## src/rtl/core/ftsw_pkg.sv

```systemverilog
package ftsw_pkg;

   localparam int COLOR_BITS = 32;

   // request operations
   localparam logic OP_LOAD = 1'b0;
   localparam logic OP_SPAN = 1'b1;

   // load sequencer
   typedef enum logic [6:0] {
      SQ_READY = 7'b0000001,
      SQ_MUL   = 7'b0000010,
      SQ_SPLIT = 7'b0000100,
      SQ_BS    = 7'b0001000,
      SQ_BE    = 7'b0010000,
      SQ_TS    = 7'b0100000,
      SQ_TE    = 7'b1000000
   } seq_type;

   // walk phase of the active triangle
   typedef enum logic [2:0] {
      PH_IDLE   = 3'b001,
      PH_BOTTOM = 3'b010,
      PH_TOP    = 3'b100
   } phase_type;

endpackage

```

## src/rtl/core/ftsw_div.sv

```systemverilog
module ftsw_div #(
   parameter int NUM_BITS = 28,
   parameter int DEN_BITS = 12
) (
   input  logic                clock,
   input  logic                reset,
   input  logic                start,
   input  logic [NUM_BITS-1:0] dividend,
   input  logic [DEN_BITS-1:0] divisor,
   output logic                done,
   output logic [NUM_BITS-1:0] quotient
);

   localparam int CW = $clog2(NUM_BITS + 1);

   logic                busy_ff;
   logic                done_ff;
   logic [CW-1:0]       cnt_ff;
   logic [DEN_BITS-1:0] rem_ff;
   logic [DEN_BITS-1:0] den_ff;
   logic [NUM_BITS-1:0] quo_ff;

   logic [DEN_BITS:0]   trial;
   logic [DEN_BITS:0]   diff;
   logic                fits;

   // restoring step: one quotient bit per cycle, dividend bits shift out of quo_ff
   assign trial = {rem_ff, quo_ff[NUM_BITS-1]};
   assign diff  = trial - {1'b0, den_ff};
   assign fits  = trial >= {1'b0, den_ff};

   always_ff @(posedge clock) begin
      if (reset) begin
         busy_ff <= 1'b0;
         done_ff <= 1'b0;
         cnt_ff  <= '0;
      end else begin
         done_ff <= busy_ff && !start && (cnt_ff == CW'(1));
         if (start) begin
            busy_ff <= 1'b1;
            cnt_ff  <= CW'(NUM_BITS);
         end else if (busy_ff) begin
            cnt_ff <= cnt_ff - CW'(1);
            if (cnt_ff == CW'(1)) begin
               busy_ff <= 1'b0;
            end
         end
      end
   end

   always_ff @(posedge clock) begin
      if (start) begin
         rem_ff <= '0;
         den_ff <= divisor;
         quo_ff <= dividend;
      end else if (busy_ff) begin
         rem_ff <= fits ? diff[DEN_BITS-1:0] : trial[DEN_BITS-1:0];
         quo_ff <= {quo_ff[NUM_BITS-2:0], fits};
      end
   end

   assign done     = done_ff;
   assign quotient = quo_ff;

endmodule

```

## src/rtl/core/ftsw_span.sv

```systemverilog
module ftsw_span #(
   parameter int COORD_BITS = 12,
   parameter int FRAC_BITS  = 16
) (
   input  logic                                     phase_top,
   input  logic signed [COORD_BITS+FRAC_BITS+1:0]   acc_start,
   input  logic signed [COORD_BITS+FRAC_BITS+1:0]   acc_end,
   input  logic signed [COORD_BITS+FRAC_BITS+1:0]   slope_start,
   input  logic signed [COORD_BITS+FRAC_BITS+1:0]   slope_end,
   output logic signed [COORD_BITS:0]               span_left,
   output logic signed [COORD_BITS:0]               span_right,
   output logic signed [COORD_BITS+FRAC_BITS+1:0]   next_start,
   output logic signed [COORD_BITS+FRAC_BITS+1:0]   next_end
);

   localparam int AW = COORD_BITS + FRAC_BITS + 2;
   localparam int C1 = COORD_BITS + 1;

   logic signed [C1-1:0] x_start;
   logic signed [C1-1:0] x_end;

   // fixed point to integer, truncated toward zero
   function automatic logic signed [C1-1:0] trunc_x(input logic signed [AW-1:0] a);
      logic signed [AW-1:0] sh;
      sh = a >>> FRAC_BITS;
      if (a[AW-1] && (a[FRAC_BITS-1:0] != '0)) begin
         sh = sh + AW'(1);
      end
      return sh[C1-1:0];
   endfunction

   assign x_start = trunc_x(acc_start);
   assign x_end   = trunc_x(acc_end);

   always_comb begin
      if (x_end < x_start) begin
         span_left  = x_end;
         span_right = x_start;
      end else begin
         span_left  = x_start;
         span_right = x_end;
      end
   end

   // flat-top part walks upward, so the edges step back
   assign next_start = phase_top ? acc_start - slope_start : acc_start + slope_start;
   assign next_end   = phase_top ? acc_end - slope_end : acc_end + slope_end;

endmodule

```

## src/rtl/core/flat_triangle_span_walker.sv

```systemverilog
// Flat-shaded triangle span walker. A load item (op 0) sorts the three vertices by y,
// splits the triangle at the middle vertex, sets both edge slopes of each part; a shared
// bit-serial divider does the split and the slopes in turn, so a load keeps req_ready
// low until the last slope is done. Loads give no result. After that each next-span
// item (op 1) yields one span, so spans stream at one per cycle while rsp_ready stays
// high. The flat-bottom part is walked downward from the top vertex, then the flat-top
// part upward from the bottom vertex, so the middle row comes out twice. A request with
// no active triangle returns an item with span_valid low and all other fields zero.
module flat_triangle_span_walker #(
   parameter int COORD_BITS = 12,
   parameter int FRAC_BITS  = 16
) (
   input  logic                                 clock,
   input  logic                                 reset,
   input  logic                                 req_valid,
   output logic                                 req_ready,
   input  logic                                 req_op,
   input  logic signed [COORD_BITS-1:0]         req_ax,
   input  logic signed [COORD_BITS-1:0]         req_ay,
   input  logic signed [COORD_BITS-1:0]         req_bx,
   input  logic signed [COORD_BITS-1:0]         req_by_coord,
   input  logic signed [COORD_BITS-1:0]         req_cx,
   input  logic signed [COORD_BITS-1:0]         req_cy,
   input  logic [ftsw_pkg::COLOR_BITS-1:0]      req_fill_color,
   output logic                                 rsp_valid,
   input  logic                                 rsp_ready,
   output logic signed [COORD_BITS-1:0]         rsp_span_row,
   output logic signed [COORD_BITS:0]           rsp_span_left,
   output logic signed [COORD_BITS:0]           rsp_span_right,
   output logic [ftsw_pkg::COLOR_BITS-1:0]      rsp_span_color,
   output logic                                 rsp_span_valid,
   output logic                                 rsp_span_last
);

   import ftsw_pkg::*;

   localparam int C   = COORD_BITS;
   localparam int C1  = COORD_BITS + 1;
   localparam int AW  = COORD_BITS + FRAC_BITS + 2;
   localparam int NW  = (COORD_BITS + FRAC_BITS > 2 * COORD_BITS) ?
                        COORD_BITS + FRAC_BITS : 2 * COORD_BITS;
   localparam int NWP = NW + 1;
   localparam int QW  = (AW > NWP) ? AW : NWP;

   seq_type   seq_ff;
   phase_type phase_ff;
   logic      start_ff;

   logic signed [C-1:0]      vx_ff [3];
   logic signed [C-1:0]      vy_ff [3];
   logic signed [C1-1:0]     split_x_ff;
   logic signed [C-1:0]      row_ff;
   logic signed [AW-1:0]     acc_s_ff;
   logic signed [AW-1:0]     acc_e_ff;
   logic signed [AW-1:0]     slope_s_ff;
   logic signed [AW-1:0]     slope_e_ff;
   logic signed [AW-1:0]     bot_s_ff;
   logic signed [AW-1:0]     bot_e_ff;
   logic signed [AW-1:0]     top_s_ff;
   logic signed [AW-1:0]     top_e_ff;
   logic signed [2*C1-1:0]   prod_ff;
   logic [COLOR_BITS-1:0]    color_ff;

   logic                     rsp_valid_ff;
   logic signed [C-1:0]      rsp_row_ff;
   logic signed [C1-1:0]     rsp_left_ff;
   logic signed [C1-1:0]     rsp_right_ff;
   logic [COLOR_BITS-1:0]    rsp_color_ff;
   logic                     rsp_span_valid_ff;
   logic                     rsp_last_ff;

   logic signed [C-1:0]      lx [3];
   logic signed [C-1:0]      ly [3];

   logic signed [C1-1:0]     dx01, dx02, dx12, dxs0, dx2s;
   logic signed [C1-1:0]     dy01, dy02, dy12;
   logic signed [NWP-1:0]    num_sel;
   logic [C-1:0]             den_sel;
   logic                     num_neg;
   logic [NW-1:0]            num_mag;
   logic                     div_done;
   logic [NW-1:0]            div_quo;
   logic signed [QW-1:0]     q_s;
   logic signed [AW-1:0]     slope_res;
   logic signed [C1-1:0]     split_res;

   logic signed [C1-1:0]     span_left;
   logic signed [C1-1:0]     span_right;
   logic signed [AW-1:0]     next_s;
   logic signed [AW-1:0]     next_e;

   logic                     req_take;

   assign req_ready = (seq_ff == SQ_READY) && (!rsp_valid_ff || rsp_ready);
   assign req_take  = req_valid && req_ready;

   // three compare-swaps, stable among equal y
   always_comb begin
      lx[0] = req_ax;
      lx[1] = req_bx;
      lx[2] = req_cx;
      ly[0] = req_ay;
      ly[1] = req_by_coord;
      ly[2] = req_cy;
      if (ly[0] > ly[1]) begin
         {lx[0], lx[1]} = {lx[1], lx[0]};
         {ly[0], ly[1]} = {ly[1], ly[0]};
      end
      if (ly[1] > ly[2]) begin
         {lx[1], lx[2]} = {lx[2], lx[1]};
         {ly[1], ly[2]} = {ly[2], ly[1]};
      end
      if (ly[0] > ly[1]) begin
         {lx[0], lx[1]} = {lx[1], lx[0]};
         {ly[0], ly[1]} = {ly[1], ly[0]};
      end
   end

   assign dx01 = C1'(vx_ff[1]) - C1'(vx_ff[0]);
   assign dx02 = C1'(vx_ff[2]) - C1'(vx_ff[0]);
   assign dx12 = C1'(vx_ff[2]) - C1'(vx_ff[1]);
   assign dxs0 = split_x_ff - C1'(vx_ff[0]);
   assign dx2s = C1'(vx_ff[2]) - split_x_ff;
   assign dy01 = C1'(vy_ff[1]) - C1'(vy_ff[0]);
   assign dy02 = C1'(vy_ff[2]) - C1'(vy_ff[0]);
   assign dy12 = C1'(vy_ff[2]) - C1'(vy_ff[1]);

   // divider operands follow the sequencer state and hold through a division
   always_comb begin
      unique case (seq_ff)
         SQ_SPLIT: begin
            num_sel = NWP'(prod_ff);
            den_sel = dy02[C-1:0];
         end
         SQ_BS: begin
            num_sel = (NWP'(dx01)) <<< FRAC_BITS;
            den_sel = dy01[C-1:0];
         end
         SQ_BE: begin
            num_sel = (NWP'(dxs0)) <<< FRAC_BITS;
            den_sel = dy01[C-1:0];
         end
         SQ_TS: begin
            num_sel = (NWP'(dx12)) <<< FRAC_BITS;
            den_sel = dy12[C-1:0];
         end
         SQ_TE: begin
            num_sel = (NWP'(dx2s)) <<< FRAC_BITS;
            den_sel = dy12[C-1:0];
         end
         default: begin
            num_sel = '0;
            den_sel = '0;
         end
      endcase
   end

   assign num_neg = num_sel[NWP-1];
   assign num_mag = num_neg ? NW'(-num_sel) : NW'(num_sel);

   ftsw_div #(
      .NUM_BITS(NW),
      .DEN_BITS(C)
   ) u_div (
      .clock    (clock),
      .reset    (reset),
      .start    (start_ff),
      .dividend (num_mag),
      .divisor  (den_sel),
      .done     (div_done),
      .quotient (div_quo)
   );

   assign q_s       = num_neg ? QW'(0) - QW'(div_quo) : QW'(div_quo);
   assign slope_res = (den_sel == '0) ? '0 : q_s[AW-1:0];
   assign split_res = (vy_ff[2] == vy_ff[0]) ? C1'(vx_ff[2]) : C1'(vx_ff[0]) + q_s[C1-1:0];

   ftsw_span #(
      .COORD_BITS(COORD_BITS),
      .FRAC_BITS (FRAC_BITS)
   ) u_span (
      .phase_top   (phase_ff == PH_TOP),
      .acc_start   (acc_s_ff),
      .acc_end     (acc_e_ff),
      .slope_start (slope_s_ff),
      .slope_end   (slope_e_ff),
      .span_left   (span_left),
      .span_right  (span_right),
      .next_start  (next_s),
      .next_end    (next_e)
   );

   // control state
   always_ff @(posedge clock) begin
      if (reset) begin
         seq_ff       <= SQ_READY;
         phase_ff     <= PH_IDLE;
         start_ff     <= 1'b0;
         rsp_valid_ff <= 1'b0;
      end else begin
         // next division starts right after the product or a finished quotient other than the last
         start_ff <= (seq_ff == SQ_MUL) || (div_done && seq_ff != SQ_TE);
         if (req_take && req_op == OP_SPAN) begin
            rsp_valid_ff <= 1'b1;
         end else if (rsp_valid_ff && rsp_ready) begin
            rsp_valid_ff <= 1'b0;
         end
         unique case (seq_ff)
            SQ_READY: begin
               if (req_take && req_op == OP_LOAD) begin
                  seq_ff <= SQ_MUL;
               end else if (req_take) begin
                  unique case (phase_ff)
                     PH_BOTTOM: begin
                        if (row_ff >= vy_ff[1]) begin
                           phase_ff <= (vy_ff[1] == vy_ff[2]) ? PH_IDLE : PH_TOP;
                        end
                     end
                     PH_TOP: begin
                        if (row_ff <= vy_ff[1]) begin
                           phase_ff <= PH_IDLE;
                        end
                     end
                     default: begin
                        phase_ff <= PH_IDLE;
                     end
                  endcase
               end
            end
            SQ_MUL: begin
               seq_ff <= SQ_SPLIT;
            end
            SQ_SPLIT, SQ_BS, SQ_BE, SQ_TS: begin
               if (div_done) begin
                  unique case (seq_ff)
                     SQ_SPLIT: seq_ff <= SQ_BS;
                     SQ_BS:    seq_ff <= SQ_BE;
                     SQ_BE:    seq_ff <= SQ_TS;
                     default:  seq_ff <= SQ_TE;
                  endcase
               end
            end
            SQ_TE: begin
               if (div_done) begin
                  seq_ff   <= SQ_READY;
                  phase_ff <= (vy_ff[0] == vy_ff[1] && vy_ff[1] != vy_ff[2]) ?
                              PH_TOP : PH_BOTTOM;
               end
            end
            default: begin
               seq_ff <= SQ_READY;
            end
         endcase
      end
   end

   // triangle and walk data
   always_ff @(posedge clock) begin
      if (seq_ff == SQ_READY && req_take && req_op == OP_LOAD) begin
         vx_ff[0] <= lx[0];
         vx_ff[1] <= lx[1];
         vx_ff[2] <= lx[2];
         vy_ff[0] <= ly[0];
         vy_ff[1] <= ly[1];
         vy_ff[2] <= ly[2];
         color_ff <= req_fill_color;
      end
      if (seq_ff == SQ_MUL) begin
         prod_ff <= (2*C1)'(dx02) * (2*C1)'(dy01);
      end
      if (div_done) begin
         unique case (seq_ff)
            SQ_SPLIT: split_x_ff <= split_res;
            SQ_BS:    bot_s_ff   <= slope_res;
            SQ_BE:    bot_e_ff   <= slope_res;
            SQ_TS:    top_s_ff   <= slope_res;
            SQ_TE:    top_e_ff   <= slope_res;
            default: ;
         endcase
      end
      if (seq_ff == SQ_TE && div_done) begin
         if (vy_ff[0] == vy_ff[1] && vy_ff[1] != vy_ff[2]) begin
            row_ff     <= vy_ff[2];
            acc_s_ff   <= (AW'(vx_ff[2])) <<< FRAC_BITS;
            acc_e_ff   <= (AW'(vx_ff[2])) <<< FRAC_BITS;
            slope_s_ff <= top_s_ff;
            slope_e_ff <= slope_res;
         end else begin
            row_ff     <= vy_ff[0];
            acc_s_ff   <= (AW'(vx_ff[0])) <<< FRAC_BITS;
            acc_e_ff   <= (AW'(vx_ff[0])) <<< FRAC_BITS;
            slope_s_ff <= bot_s_ff;
            slope_e_ff <= bot_e_ff;
         end
      end
      if (seq_ff == SQ_READY && req_take && req_op == OP_SPAN) begin
         if (phase_ff == PH_BOTTOM && row_ff >= vy_ff[1]) begin
            // switch over to the flat-top part at the bottom vertex
            row_ff     <= vy_ff[2];
            acc_s_ff   <= (AW'(vx_ff[2])) <<< FRAC_BITS;
            acc_e_ff   <= (AW'(vx_ff[2])) <<< FRAC_BITS;
            slope_s_ff <= top_s_ff;
            slope_e_ff <= top_e_ff;
         end else if (phase_ff == PH_BOTTOM) begin
            row_ff   <= row_ff + C'(1);
            acc_s_ff <= next_s;
            acc_e_ff <= next_e;
         end else if (phase_ff == PH_TOP && row_ff > vy_ff[1]) begin
            row_ff   <= row_ff - C'(1);
            acc_s_ff <= next_s;
            acc_e_ff <= next_e;
         end
      end
   end

   // result register
   always_ff @(posedge clock) begin
      if (seq_ff == SQ_READY && req_take && req_op == OP_SPAN) begin
         if (phase_ff == PH_BOTTOM || phase_ff == PH_TOP) begin
            rsp_row_ff        <= row_ff;
            rsp_left_ff       <= span_left;
            rsp_right_ff      <= span_right;
            rsp_color_ff      <= color_ff;
            rsp_span_valid_ff <= 1'b1;
            rsp_last_ff       <= (phase_ff == PH_BOTTOM) ?
                                 (row_ff >= vy_ff[1] && vy_ff[1] == vy_ff[2]) :
                                 (row_ff <= vy_ff[1]);
         end else begin
            rsp_row_ff        <= '0;
            rsp_left_ff       <= '0;
            rsp_right_ff      <= '0;
            rsp_color_ff      <= '0;
            rsp_span_valid_ff <= 1'b0;
            rsp_last_ff       <= 1'b0;
         end
      end
   end

   assign rsp_valid      = rsp_valid_ff;
   assign rsp_span_row   = rsp_row_ff;
   assign rsp_span_left  = rsp_left_ff;
   assign rsp_span_right = rsp_right_ff;
   assign rsp_span_color = rsp_color_ff;
   assign rsp_span_valid = rsp_span_valid_ff;
   assign rsp_span_last  = rsp_last_ff;

endmodule

```

## config.mk

```make
export PLATFORM = sky130hd
export DESIGN_NAME = flat_triangle_span_walker
export DESIGN_NICKNAME = d
export VERILOG_FILES = /design/src/rtl/core/ftsw_pkg.sv /design/src/rtl/core/ftsw_div.sv /design/src/rtl/core/ftsw_span.sv /design/src/rtl/core/flat_triangle_span_walker.sv
export SDC_FILE = /design/constraint.sdc
export NUM_CORES = 2
export LEC_CHECK = 0
export ABC_AREA = 0
export ABC_CLOCK_PERIOD_IN_PS = 11150
export BUFFER_PORTS_ARGS = -buffer_cell sky130_fd_sc_hd__buf_4
export CAP_MARGIN = 10
export CELL_PAD_IN_SITES_DETAIL_PLACEMENT = 0
export CELL_PAD_IN_SITES_GLOBAL_PLACEMENT = 2
export CORE_MARGIN = 4
export CORE_UTILIZATION = 35
export CTS_CLUSTER_SIZE = 30
export DETAILED_ROUTE_END_ITERATION = 10
export PLACE_DENSITY = 0.79
export SLEW_MARGIN = 20
export SYNTH_ARGS = -nofsm -noshare
export SYNTH_HDL_FRONTEND = slang
export SYNTH_SLANG_ARGS = --single-unit
export TNS_END_PERCENT = 20
```

## constraint.sdc

```tcl
create_clock -name clock -period 11.15 [get_ports clock]
set_input_delay 0 -clock clock [delete_from_list [all_inputs] [get_ports clock]]
set_output_delay 0 -clock clock [all_outputs]
set_load 0.03 [all_outputs]
```

; ---- After elaboration in Yosys (flattened, before gate mapping)
; Memories as Yosys holds them, arrays and structs flattened.
; Index checks and enable logic that the tools add are counted.
[word_totals]
inputBits = 109
regBits = 466
word_cells = 195
out_inout_bits = 74
n_memories = 2
mem_bits_ro = 0
ramBits = 72
latchBits = 0
[memory_table]
columns = memory, depth, width, read_ports, rd_ports_with_merged_regs, write_ports, line
row1 = vx_ff, 3, 12, 3, 0, 3, flat_triangle_span_walker.sv:49  ; logic signed [C-1:0] vx_ff [3];
row2 = vy_ff, 3, 12, 3, 0, 3, flat_triangle_span_walker.sv:50  ; logic signed [C-1:0] vy_ff [3];
[op_classes]
n_eq_ne = 22
addsub = 21
bitwise = 1
n_lt_le_gt_ge = 8
div = 0
n_reduce_logical = 40
mul = 1
muxes = 71
shifts = 0
[ops]
columns = op, count
row1 = 2-to-1 mux 30 bit, 23
row2 = case mux 29 bit (5 select lines), 1
row3 = 2-to-1 mux 24 bit, 6
row4 = 2-to-1 mux 12 bit, 7
row5 = 2-to-1 mux 28 bit, 3
row6 = 2-to-1 mux 13 bit, 5
row7 = adder 30 bit, 2
row8 = subtractor 30 bit, 2
row9 = subtractor 12 x 12 -> 13 bit, 4
row10 = greater-than comparator 12 bit, 4
row11 = equality test 12 bit, 3
row12 = case mux 12 bit (3 select lines), 1
row13 = subtractor 12 bit, 3
row14 = nonzero test 16 bit, 2
row15 = subtractor 1 x 28 -> 29 bit (first input constant), 1
row16 = negator 28 bit, 1
row17 = case mux 7 bit (4 select lines), 1
row18 = adder 13 x 2 -> 13 bit (second input constant), 2
row19 = multiplier 13 x 13 -> 26 bit, 1
row20 = 2-to-1 mux 3 bit, 7
row21 = 2-to-1 mux 7 bit, 3
row22 = case mux 7 bit (3 select lines), 1
row23 = logical AND 1 bit, 18
row24 = adder 13 bit, 1
row25 = 38 further kinds, 62

; ---- Longest topological paths before layout
[depth]
depth_word = 9
mapped_depth = 33
ltp_nobuf = 32

; ---- Modules after synthesis
; From an unflattened synthesis, not the netlist that was laid out.
[hier_totals]
hier_cells = 4363
hier_area_um2 = 40804.1
[by_module_without_submodules]
columns = mod, cells_each, area_per_inst_um2, instances, seq_area_each_um2
row1 = flat_triangle_span_walker, 3289, 32304.7, 1, 12822.3
row2 = ftsw_span, 828, 5580.4, 1, 0.0
row3 = ftsw_div, 246, 2919.0, 1, 1581.5

; ---- Worst setup path after synthesis
; Ideal clock, no wire load.
[synth_path]
path_type = flip-flop to flip-flop
startpoint = memory vx_ff[0][0] (netlist bit)
endpoint = register prod_ff[25], data pin
setup_slack_ns = 3.201
required_ns = 10.882
setup_ns = 0.268
period_less_slack_ns = 7.949
stages_incl_launch_ff = 33
arrival_time_ns = 7.681
path_cell_list = edfxtp_1 ha_1 fa_1 nor2b_1 o21ai_0 a21boi_0 o21ai_0 a21boi_0 o21a_1 nor3_1 a211oi_1 clkbuf_1 nor2_1 fa_1 inv_1 fa_1 inv_1 fa_1 fa_1 fa_1 inv_1 fa_1 inv_1 ha_1 nor4_1 o21ai_0 a311oi_1 o21bai_1 nand4_1 nand2_1 a41o_1 o41ai_1 xnor2_1
[synth_rtl]
columns = item, line
row1 = "start, declared", flat_triangle_span_walker.sv:49
row2 = "end signal, assigned", flat_triangle_span_walker.sv:269  ; prod_ff <= (2*C1)'(dx02) * (2*C1)'(dy01);
row3 = "end, declared", flat_triangle_span_walker.sv:61  ; logic signed [2*C1-1:0] prod_ff;

==> impl_metrics.json <==
{
  "drv_cap": 0,
  "hold_end": "color_ff[17]",
  "cts.sinks": 534,
  "min_from": "req_fill_color[17]",
  "n_antenna_cell": 0,
  "syn_avg_cell_area_sq_um": 9.57,
  "ios": 183,
  "fin_area_sq_um": 47300,
  "drt-initial-drc-count": 2814,
  "viasPerCell": 5.48,
  "cp_slowest_cell": "xnor2_1",
  "synth-seq-cells": 534,
  "grt_max_degree": 82,
  "grt_pass1_wl_um": 206000,
  "crit_path_max_incr_delay_ns": 0.85,
  "yosys-top-cells-area": "edfxtp_1 28%, ha_1 8.9%, fa_1 8.6%, dfxtp_1 8.1%, nor2_1 4.1%",
  "clockBufferDepth": 3,
  "cp_common_cell": "fa_1",
  "place_congestion": 0.921,
  "drt_wl_total_um": 135000,
  "async_flop_share_pct": 0,
  "drc": 0,
  "synth-main-ff-cell": "edfxtp_1",
  "arrival_ns": 9.39,
  "ys_types": 93,
  "synthTopCellsByCount": "441 x nor2_1, 389 x inv_1, 371 x edfxtp_1",
  "htree_levels": 3,
  "worst_pin_slew_ns": 1.22,
  "r2r_setup_slack_ns": 2.14,
  "synth_area_leader_cell": "edfxtp_1",
  "areaGrowthSynthToFinish_pct": 16.9,
  "place_area_sq_um": 43600,
  "slew_headroom_pct": 18.6,
  "skew_ns": 0.0282,
  "fmax_ghz": 0.111,
  "path_clk_slew_ns": 0.06,
  "postSynthCellCount": 4230,
  "cts_buffers": 67,
  "postRouteAntennaNets": 0,
  "coreArea_sq_um": 115000,
  "start_util_pct": 35.3,
  "synth_top_area_share_pct": 27.5,
  "fin_crit_ns": 9.01,
  "fin_tns_setup_ns": 0,
  "seq_area_frac_synth_pct": 35.6,
  "yosys_warnings": 0,
  "drive_gt1_share_pct": 10.6,
  "crit_required_ns": 11.52,
  "die_h_um": 348,
  "vias": 33400,
  "die_area_sq_um": 121000,
  "slew_violations": 0,
  "wl_per_cell_um": 22.2,
  "die_w_um": 348,
  "crit_type": "reg -> reg",
  "first_pass_iters": 7,
  "dp_hpwl_um": 103000,
  "whs_path_depth": 2,
  "final_hold_viol_count": 0,
  "antenna_found_initial": 2,
  "grt_usage_pct": 21.9,
  "rsz0062_at_grt": "no",
  "post-cts-setup-buffers": 0,
  "reg2reg_to": "prod_ff[25]",
  "synth_most_common_cell": "nor2_1",
  "layout.nets": 5090,
  "hp-class": "in -> reg",
  "cts_tree": "built",
  "reg2reg_from": "vx_ff[0][24]",
  "grt_pass1_vias": 32800,
  "dp_slack_ns": 2.30,
  "synth_edf_count": 371,
  "syn_nets": 4800,
  "port_buffers": 182,
  "status": "complete, no violations",
  "start_kind": "register",
  "critPathMaxFanout": 8,
  "clk_latency_ns": 0.64,
  "crit_path_end_kind": "register",
  "rows": 124,
  "cts_root_buf": "clkbuf_16",
  "r2r_cells": 32,
  "fin_crit_sh_pct": 80.8,
  "setup_viol": 0,
  "synth_area_sq_um": 40500,
  "setup_ws_ns": 2.14,
  "gr-total-overflow": 0
}
## cells in the final DEF (no fill, tap or decap), drive strengths merged, types with 40 or more instances in the layout
cell type | Yosys | layout
inv | 389 | 391
o31ai | 40 | 40
buf | 35 | 239
mux2i | 72 | 72
a21o | 76 | 76
xnor2 | 169 | 169
nand3 | 55 | 55
ha | 288 | 288
a221oi | 98 | 98
fa | 173 | 173
a21oi | 217 | 217
o21a | 54 | 54
clkbuf | 132 | 90
dlygate4sd3 | 0 | 149
edfxtp | 371 | 371
o22ai | 41 | 41
xor2 | 116 | 116
mux2 | 47 | 47
nand2 | 310 | 310
dfxtp | 163 | 163
nor3 | 64 | 64
nand2b | 42 | 42
o21ai | 227 | 227
and2 | 62 | 62
nor2 | 441 | 441
## how the worst max path moves through the flow
stage	startpoint	endpoint	slack, ns	cells past startpoint
after floorplan	vx_ff[0][0]	prod_ff[25]	3.20	32
after global placement	vx_ff[0][24]	prod_ff[25]	2.52	32
after CTS	vx_ff[0][24]	prod_ff[25]	2.29	32
final	vx_ff[0][24]	prod_ff[25]	2.14	32
after global routing	vx_ff[0][24]	prod_ff[25]	1.59	32
after detailed placement	vx_ff[0][24]	prod_ff[25]	2.30	32
## cell families (layout without fill, tap and decap cells)
group                      Yosys count  in the layout  synth area share [%]
AOI/OAI and AO/OA                 1032           1032                  17.7
xor gates and xnor gates           286            286                  6.22
adders and majority gates          461            461                  17.5
buffers and inverters              558            901                  5.33
DFF                                534            534                  35.6
muxes                              119            119                  3.09
and+or+nand+nor                   1240           1240                  14.6
## repair_timing
item / in CTS / in global routing
hold buffers: 149 / 0
endpoints found under the setup margin: 0 / 0
hold endpoints to repair: 125 / 0
resized for setup: 0 / 0
## layout make-up
class                           instances  area (sq um)
Fill cell                           11300         67300
Inverter                              391          1470
Multi-Input combinational cell       3138         24000
Clock inverter                         32           427
Timing Repair Buffer                  388          3290
Clock buffer                           90          1840
Tap cell                             1512          1890
Sequential cell                       534         14400
## sequential cells by signal, indices dropped and copies added, names as in the netlist, 26 cells and up
register	cells
top_e_ff	29
vx_ff	36
vy_ff	36
acc_e_ff	30
top_s_ff	29
acc_s_ff	30
u_div.quotient	28
rsp_span_color	32
prod_ff	26
slope_s_ff	30
bot_s_ff	29
bot_e_ff	29
color_ff	32
slope_e_ff	30
## critical path, delay by kind of cell (launching register included)
family | cells | cell delay, ns
adders and majority gates | 9 | 3.58
DFF | 1 | 0.47
buffers and inverters | 5 | 0.31
and+or+nand+nor | 6 | 0.98
AOI/OAI and AO/OA | 10 | 2.43
xor gates and xnor gates | 2 | 0.98
## through the flow
stage                     std cells  hold slack [ns]  util [%]
after floorplan                4230           0.0781         -
after global placement         5814            0.179      38.0
after detailed placement       5814            0.180      38.0
after CTS                      6085           0.0536      41.3
after global routing           6085           0.0672      41.3
final                          6085           0.0901      41.3
## layer usage
layer,vias up,share of wire [%],track usage [%]
met2,937,46,35.6
li1,15800,-,-
met4,2,2.4,5.00
met1,16400,46,31.0
met3,157,5.7,3.23
met5,-,0.0096,0
Power is not shown: default switching activity piles up to over one toggle a cycle in this logic, so the estimate is an artifact.
